--- config.mk ---
export PLATFORM = sky130hd
export DESIGN_NAME = skvt_cell
export DESIGN_NICKNAME = d
export VERILOG_FILES = /design/src/hdl/skvt_pkg.sv /design/src/hdl/skvt_cell.sv
export SDC_FILE = /design/constraint.sdc
export NUM_CORES = 1
export LEC_CHECK = 0
export BUFFER_PORTS_ARGS = -buffer_cell sky130_fd_sc_hd__clkbuf_2
export CAP_MARGIN = 20
export CELL_PAD_IN_SITES_DETAIL_PLACEMENT = 0
export CELL_PAD_IN_SITES_GLOBAL_PLACEMENT = 1
export CORE_MARGIN = 8
export CORE_UTILIZATION = 30
export DETAILED_ROUTE_END_ITERATION = 8
export PLACE_DENSITY_LB_ADDON = 0.25
export SYNTH_ARGS = -nofsm -noshare
export SYNTH_HDL_FRONTEND = slang
export SYNTH_SLANG_ARGS = --single-unit
--- constraint.sdc ---
create_clock -name clk -period 11.8 [get_ports clk]
set_input_delay 1.18 -clock clk [delete_from_list [all_inputs] [get_ports clk]]
set_output_delay 1.18 -clock clk [all_outputs]
set_load 0.02 [all_outputs]
--- src/hdl/skvt_pkg.sv ---
// Shared types and codes for the sorted key/value table.
`timescale 1ns / 1ps
`default_nettype none

package skvt_pkg;

  localparam int MODE_BITS = 3;
  localparam int STATUS_BITS = 2;
  localparam int COUNT_OUT_BITS = 7;

  localparam logic [MODE_BITS-1:0] MODE_LOOKUP = 3'd0;
  localparam logic [MODE_BITS-1:0] MODE_INSERT = 3'd1;
  localparam logic [MODE_BITS-1:0] MODE_ERASE = 3'd2;
  localparam logic [MODE_BITS-1:0] MODE_READ_OR_ZERO = 3'd3;
  localparam logic [MODE_BITS-1:0] MODE_CLEAR = 3'd4;

  localparam logic [STATUS_BITS-1:0] STATUS_DONE = 2'd0;
  localparam logic [STATUS_BITS-1:0] STATUS_ABSENT = 2'd1;
  localparam logic [STATUS_BITS-1:0] STATUS_PRESENT = 2'd2;
  localparam logic [STATUS_BITS-1:0] STATUS_FULL = 2'd3;

  typedef enum logic [1:0] {
    CELL_KEEP,
    CELL_INSERT,
    CELL_ERASE,
    CELL_CLEAR
  } cell_cmd_t;

  typedef struct packed {
    cell_cmd_t cmd;
    logic      cmp_en;
  } cell_ctl_t;

endpackage

`default_nettype wire

--- src/hdl/skvt_cell.sv ---
// One table slot: holds an entry, compares it with the request key and shifts with its neighbors.
`timescale 1ns / 1ps
`default_nettype none

module skvt_cell #(
  parameter int KEY_BITS = 32,
  parameter int VALUE_BITS = 32
) (
  input  wire                          clk,
  input  wire                          rst_n,
  input  wire skvt_pkg::cell_ctl_t     ctl,
  input  wire logic [KEY_BITS-1:0]     cmp_key,
  input  wire logic [VALUE_BITS-1:0]   new_age,
  input  wire logic [VALUE_BITS-1:0]   new_weight,
  input  wire logic [KEY_BITS-1:0]     prev_key,
  input  wire logic [VALUE_BITS-1:0]   prev_age,
  input  wire logic [VALUE_BITS-1:0]   prev_weight,
  input  wire logic                    prev_valid,
  input  wire logic                    prev_ge,
  input  wire logic [KEY_BITS-1:0]     next_key,
  input  wire logic [VALUE_BITS-1:0]   next_age,
  input  wire logic [VALUE_BITS-1:0]   next_weight,
  input  wire logic                    next_valid,
  output logic [KEY_BITS-1:0]          key,
  output logic [VALUE_BITS-1:0]        age,
  output logic [VALUE_BITS-1:0]        weight,
  output logic                         valid,
  output logic                         ge,
  output logic                         hit
);

  logic [KEY_BITS-1:0]   key_r, key_nxt;
  logic [VALUE_BITS-1:0] age_r, age_nxt;
  logic [VALUE_BITS-1:0] weight_r, weight_nxt;
  logic                  valid_r, valid_nxt;
  logic                  lt_r, eq_r;
  logic                  load;

  always_comb begin
    key_nxt = key_r;
    age_nxt = age_r;
    weight_nxt = weight_r;
    valid_nxt = valid_r;
    load = 1'b0;
    case (ctl.cmd)
      skvt_pkg::CELL_INSERT: begin
        if (!lt_r) begin
          load = 1'b1;
          if (!prev_ge) begin
            key_nxt = cmp_key;
            age_nxt = new_age;
            weight_nxt = new_weight;
            valid_nxt = 1'b1;
          end else begin
            key_nxt = prev_key;
            age_nxt = prev_age;
            weight_nxt = prev_weight;
            valid_nxt = prev_valid;
          end
        end
      end
      skvt_pkg::CELL_ERASE: begin
        if (!lt_r) begin
          load = 1'b1;
          key_nxt = next_key;
          age_nxt = next_age;
          weight_nxt = next_weight;
          valid_nxt = next_valid;
        end
      end
      skvt_pkg::CELL_CLEAR: valid_nxt = 1'b0;
      default: ;
    endcase
  end

  always_ff @(posedge clk) begin
    if (!rst_n) begin
      valid_r <= 1'b0;
      lt_r <= 1'b0;
      eq_r <= 1'b0;
    end else begin
      valid_r <= valid_nxt;
      if (ctl.cmp_en) begin
        lt_r <= valid_r && (key_r < cmp_key);
        eq_r <= valid_r && (key_r == cmp_key);
      end
    end
  end

  always_ff @(posedge clk) begin
    if (load) begin
      key_r <= key_nxt;
      age_r <= age_nxt;
      weight_r <= weight_nxt;
    end
  end

  assign key = key_r;
  assign age = age_r;
  assign weight = weight_r;
  assign valid = valid_r;
  assign ge = !lt_r;
  assign hit = eq_r;

endmodule

`default_nettype wire

* After elaboration in Yosys (flattened, before gate mapping)
Index checks and enable logic that the tools add are counted.
** Word-level totals
- Bits in registers :: 99
- Bits of input ports :: 296
- Output and inout bits :: 99
- Logic and storage cells :: 39
** Cells by class
- $lt $le $gt $ge :: 1
- Equal/unequal tests :: 6
- Multiplexer cells :: 18
- Reduce and logical (&&, ||, !) cells :: 8
** Operator list (number)
- two-way mux 32 bit :: 9
- case mux 32 bit (2 select lines) :: 3
- equality test 32 bit :: 1
- less-than comparator 32 bit :: 1
- two-way mux 1 bit :: 5
- equality test 2 bit (second input constant) :: 2
- != test 2 bit (second input constant) :: 2
- AND reduction 4 bit :: 1
- case mux 1 bit (3 select lines) :: 1
- AND reduction 3 bit :: 1
- nonzero test 3 bit :: 1
- equality test 2 x 1 -> 1 bit (second input constant) :: 1
- logical AND 1 bit :: 2
- nonzero test 2 bit :: 1
- OR reduction 2 bit :: 1
- logical NOT 1 bit :: 1

* Logic depth before layout (Yosys ltp)
- Word-level depth :: 4
- Depth in mapped cells :: 7
- Gate-level depth less buffers :: 7

* Worst setup path before layout
No wires, ideal clock.
- Path kind :: input-to-reg
- Start :: input port ctl[1] (netlist bit)
- End :: register age_r[0] (netlist: age[0]) (enable)
- Library setup time :: 669 ps
- Arrival :: 8017 ps
- Data required time :: 11131 ps
- Path slack :: 3113 ps
- Cell stages on the path :: 4
- Path buffers :: 0
- Cell sequence :: inv_1 -> ha_1 -> nor2_1 -> nor3_1
** Between the ends
- Cells in the longest elaborated chain, start to end :: 4
- Elaborated cells between the ends (all ways) :: 8
- Those cells by class :: 4 x eq/ne; 1 x mux; 3 x reduce/logical
** Ends and longest elaborated chain
- from (decl) :: RTL line skvt_cell.sv:11 : input wire skvt_pkg::cell_ctl_t ctl,
- equality test 2 bit or equality test 2 x 1 -> 1 bit (tied branches) :: RTL line skvt_cell.sv:45 : case (ctl.cmd)
- OR reduction 2 bit (no source line)
- two-way mux 1 bit
- AND reduction 4 bit (no source line) *
- to (signal assigned) :: RTL line skvt_cell.sv:93 : age_r <= age_nxt;
- to (decl) :: RTL line skvt_cell.sv:33 : logic [VALUE_BITS-1:0] age_r, age_nxt;
Mark *: on every way between the ends. The rest lies on a longest branch, timed or not.
A chain may end at the register's enable or synchronous reset.

* Worst setup path after layout
- Start :: input port ctl[1] (netlist bit)
- End :: register key_r[20] (netlist: key[20]) (enable)
** Between the ends
- Cells in the longest elaborated chain, start to end :: 4
- Elaborated cells between the ends (all ways) :: 8
- Those cells by class :: 4 x eq/ne; 1 x mux; 3 x reduce/logical
** Ends and longest elaborated chain
- equality test 2 bit or equality test 2 x 1 -> 1 bit (tied branches) :: RTL line skvt_cell.sv:45
- OR reduction 2 bit (no source line)
- two-way mux 1 bit
- AND reduction 4 bit (no source line) *
- to (signal assigned) :: RTL line skvt_cell.sv:92 : key_r <= key_nxt;
- to (decl) :: RTL line skvt_cell.sv:32 : logic [KEY_BITS-1:0] key_r, key_nxt;
Marked as above.

==> reports/summary.json <==
{
  "place_hpwl_mm": 17.5,
  "worst-endpoint-arrival_ns": 3.63,
  "post_layout_nonfiller_instances": 1197,
  "setup_viol": 0,
  "syn2layout_area_growth_pct": 43.2,
  "antenna_found_initial": 0,
  "fmax_mhz": 273,
  "outcome": "complete, no violations",
  "synth_area_leader_cell": "sky130_fd_sc_hd__edfxtp_1",
  "hold_viol_final": 0,
  "power.density_nw_per_um2": 111,
  "clk_transition_reported_paths_ns": 0.06,
  "floorplan.die.height_um": 155,
  "layout_commonest_cell": "sky130_fd_sc_hd__clkbuf_2",
  "hold_buffers": 0,
  "die_w_um": 155,
  "core_um2": 19200,
  "critical_path.max_fanout": 92,
  "clock_tree.htree_level_count": 3,
  "clockRootBuffer": "sky130_fd_sc_hd__clkbuf_16",
  "num-nets-final": 1259,
  "critical_path_rt_ns": 11.77,
  "cts_tree": "yes",
  "most-common-layout-cells": "393 x sky130_fd_sc_hd__clkbuf_2, 101 x sky130_fd_sc_hd__nand2_1, 98 x sky130_fd_sc_hd__o21ai_0",
  "grt_setup_unrepaired": "false",
  "postSynthRegisterBits": 99,
  "depth_of_the_worst_hold_timing_path": 2,
  "via_count": 5259,
  "post_synth_inst_count": 551,
  "drc": 0,
  "critical_path.startpoint_type": "primary input",
  "yosysUniqueCellTypes": 23,
  "tritoncts.num_buffers": 9,
  "place.detailed.instances": 1182,
  "synth.avg_cell_area_um2": 10.5,
  "drt_pre_antenna_iters": 6,
  "reg2reg_depth": 3,
  "ant_nets": 0,
  "cts_buffer_depth": 2,
  "num_antenna_cells": 0,
  "layout_min_cycle_time_ns": 3.66,
  "drt_iter0_drc": 183,
  "max_cap_violations": 0,
  "global_route.usage.total_pct": 16.9,
  "top_level_ports": 395,
  "post_cts.repair.setup_buffers": 0,
  "first_global_vias": 5538,
  "timing.final.crit_share_pct": 31.0,
  "number_of_nets_in_the_synthesized_netlist": 882,
  "multi_input_comb_area_um2": 2610,
  "place_congestion": 0.771,
  "irDropWorstVdd_mv": 0.0733,
  "total_leakage_power_nw": 4.12,
  "worst_pin_slew_ns": 1.06,
  "clock_skew_ns": 0.0103,
  "drv_slew": 0,
  "min_path_type": "reg -> reg",
  "drive_gt1_share_pct": 44.3,
  "routed_wire_length_per_instance_um": 17.5,
  "grt_pass1_wl_mm": 31.0,
  "avgViaCountPerCell": 4.39,
  "fillerInstances": 1959,
  "globalRouteOverflowTotal": 0,
  "synth.cell_area_um2": 5810,
  "yosysWarningCount": 0,
  "regArea_um2": 2940,
  "initial_core_util_pct": 30.3,
  "clk_latency_ns": 0.34,
  "timing.max_slew.rel_slack_pct": 29.4,
  "place.port_buffers": 394,
  "pin_count_of_the_biggest_net_entering_global_routing": 105,
  "critical_path.endpoint_type": "register",
  "cts.sinks": 99,
  "worst-setup-path-type": "in -> reg",
  "placement_rows": 51,
  "utilization_of_the_core_after_routing_pct": 43.3,
  "synth_top_area_share_pct": 49.6,
  "wl_mm": 20.9,
  "fin_tns_setup_ns": 0,
  "total_power_mw": 0.925,
  "fp.dieArea_um2": 24100,
  "ctsResizeCount": 0,
  "synth.yosys.seq_area_share_pct": 50.6,
  "synth.top_cells.by_area": "sky130_fd_sc_hd__edfxtp_1 50%, sky130_fd_sc_hd__mux2i_1 17%, sky130_fd_sc_hd__o21ai_0 8.4%"
}
-- area by class of cell --
class                   count  area share, %
clock buffers              10           2.75
well taps                 265           3.99
repair buffers            398           24.1
inverters                  39           1.76
flip-flops and latches     99           35.4
multi-input cells         381           31.3
clock inverters             5          0.662
-- path summary, 6_finish.rpt --
path                           from                 to  slack [ns]
setup / recovery             ctl[1]  key[20]$_DFFE_PP_        8.14
hold / removal     hit$_SDFFE_PN0P_   hit$_SDFFE_PN0P_        0.47
setup reg to reg  lt_r$_SDFFE_PN0P_  key[20]$_DFFE_PP_        9.69
hold reg to reg    hit$_SDFFE_PN0P_   hit$_SDFFE_PN0P_        0.47
-- power by group --
| group | leakage [nW] | total (mW) | switching [mW] | internal (mW) |
|---|---|---|---|---|
| Combinational | 3.06 | 0.206 | 0.118 | 0.0881 |
| Clock | 0.138 | 0.289 | 0.126 | 0.163 |
| Sequential | 0.924 | 0.429 | 0.00868 | 0.421 |
| Total | 4.12 | 0.925 | 0.253 | 0.672 |
-- registers in the layout, summed over array words and instances, names as in the netlist --
| register | flops |
|---|---|
| key | 32 |
| valid | 1 |
| age | 32 |
| weight | 32 |
| lt_r | 1 |
| hit | 1 |
-- routing by layer --
metal	wire [um]	global-route usage [%]
met5	0	0
met4	236	4.67
met1	7920	18.0
met2	10700	30.6
met3	2090	6.74
-- critical path, stage by stage --
cell                       delay, ns
sky130_fd_sc_hd__clkbuf_2       0.10
sky130_fd_sc_hd__inv_1          0.09
sky130_fd_sc_hd__ha_4           0.65
sky130_fd_sc_hd__nor2_1         0.20
sky130_fd_sc_hd__nor3_2         0.14
sky130_fd_sc_hd__buf_4          0.52
sky130_fd_sc_hd__buf_4          0.67
-- through the flow --
step                      area (um2)  worst slack [ns]  hold slack (ns)
after CTS                       8320              8.08            0.476
after detailed placement        8040              7.69            0.465
after floorplan                 5810              3.11            0.543
after global routing            8320              7.84            0.506
final                           8320              8.14            0.473
after global placement          8040              7.72            0.456
-- kinds of logic after synthesis --
kind of cell	Yosys count	share of synthesized area (%)
mux	96	16.5
buf+inv	71	4.80
flops	99	50.6
simple gates	125	8.79
fa+ha+maj	35	7.54
compound gates	125	11.7
-- cells in the mapped netlist, drive strengths merged --
| cell | count |
|---|---|
| nand3b | 2 |
| o32ai | 1 |
| nand3 | 5 |
| nor4 | 1 |
| a21o | 4 |
| o21ai | 98 |
| mux2i | 96 |
| dfxtp | 3 |
| inv | 39 |
| nor2 | 5 |
| nand2 | 101 |
| a211oi | 5 |
| and2 | 1 |
| ha | 35 |
| a21oi | 13 |
| edfxtp | 96 |
| nand4 | 7 |
| buf | 10 |
| o311a | 1 |
| nand2b | 1 |
| nor3 | 2 |
| clkbuf | 22 |
| a221o | 3 |
(Power assumes the default switching activity.)
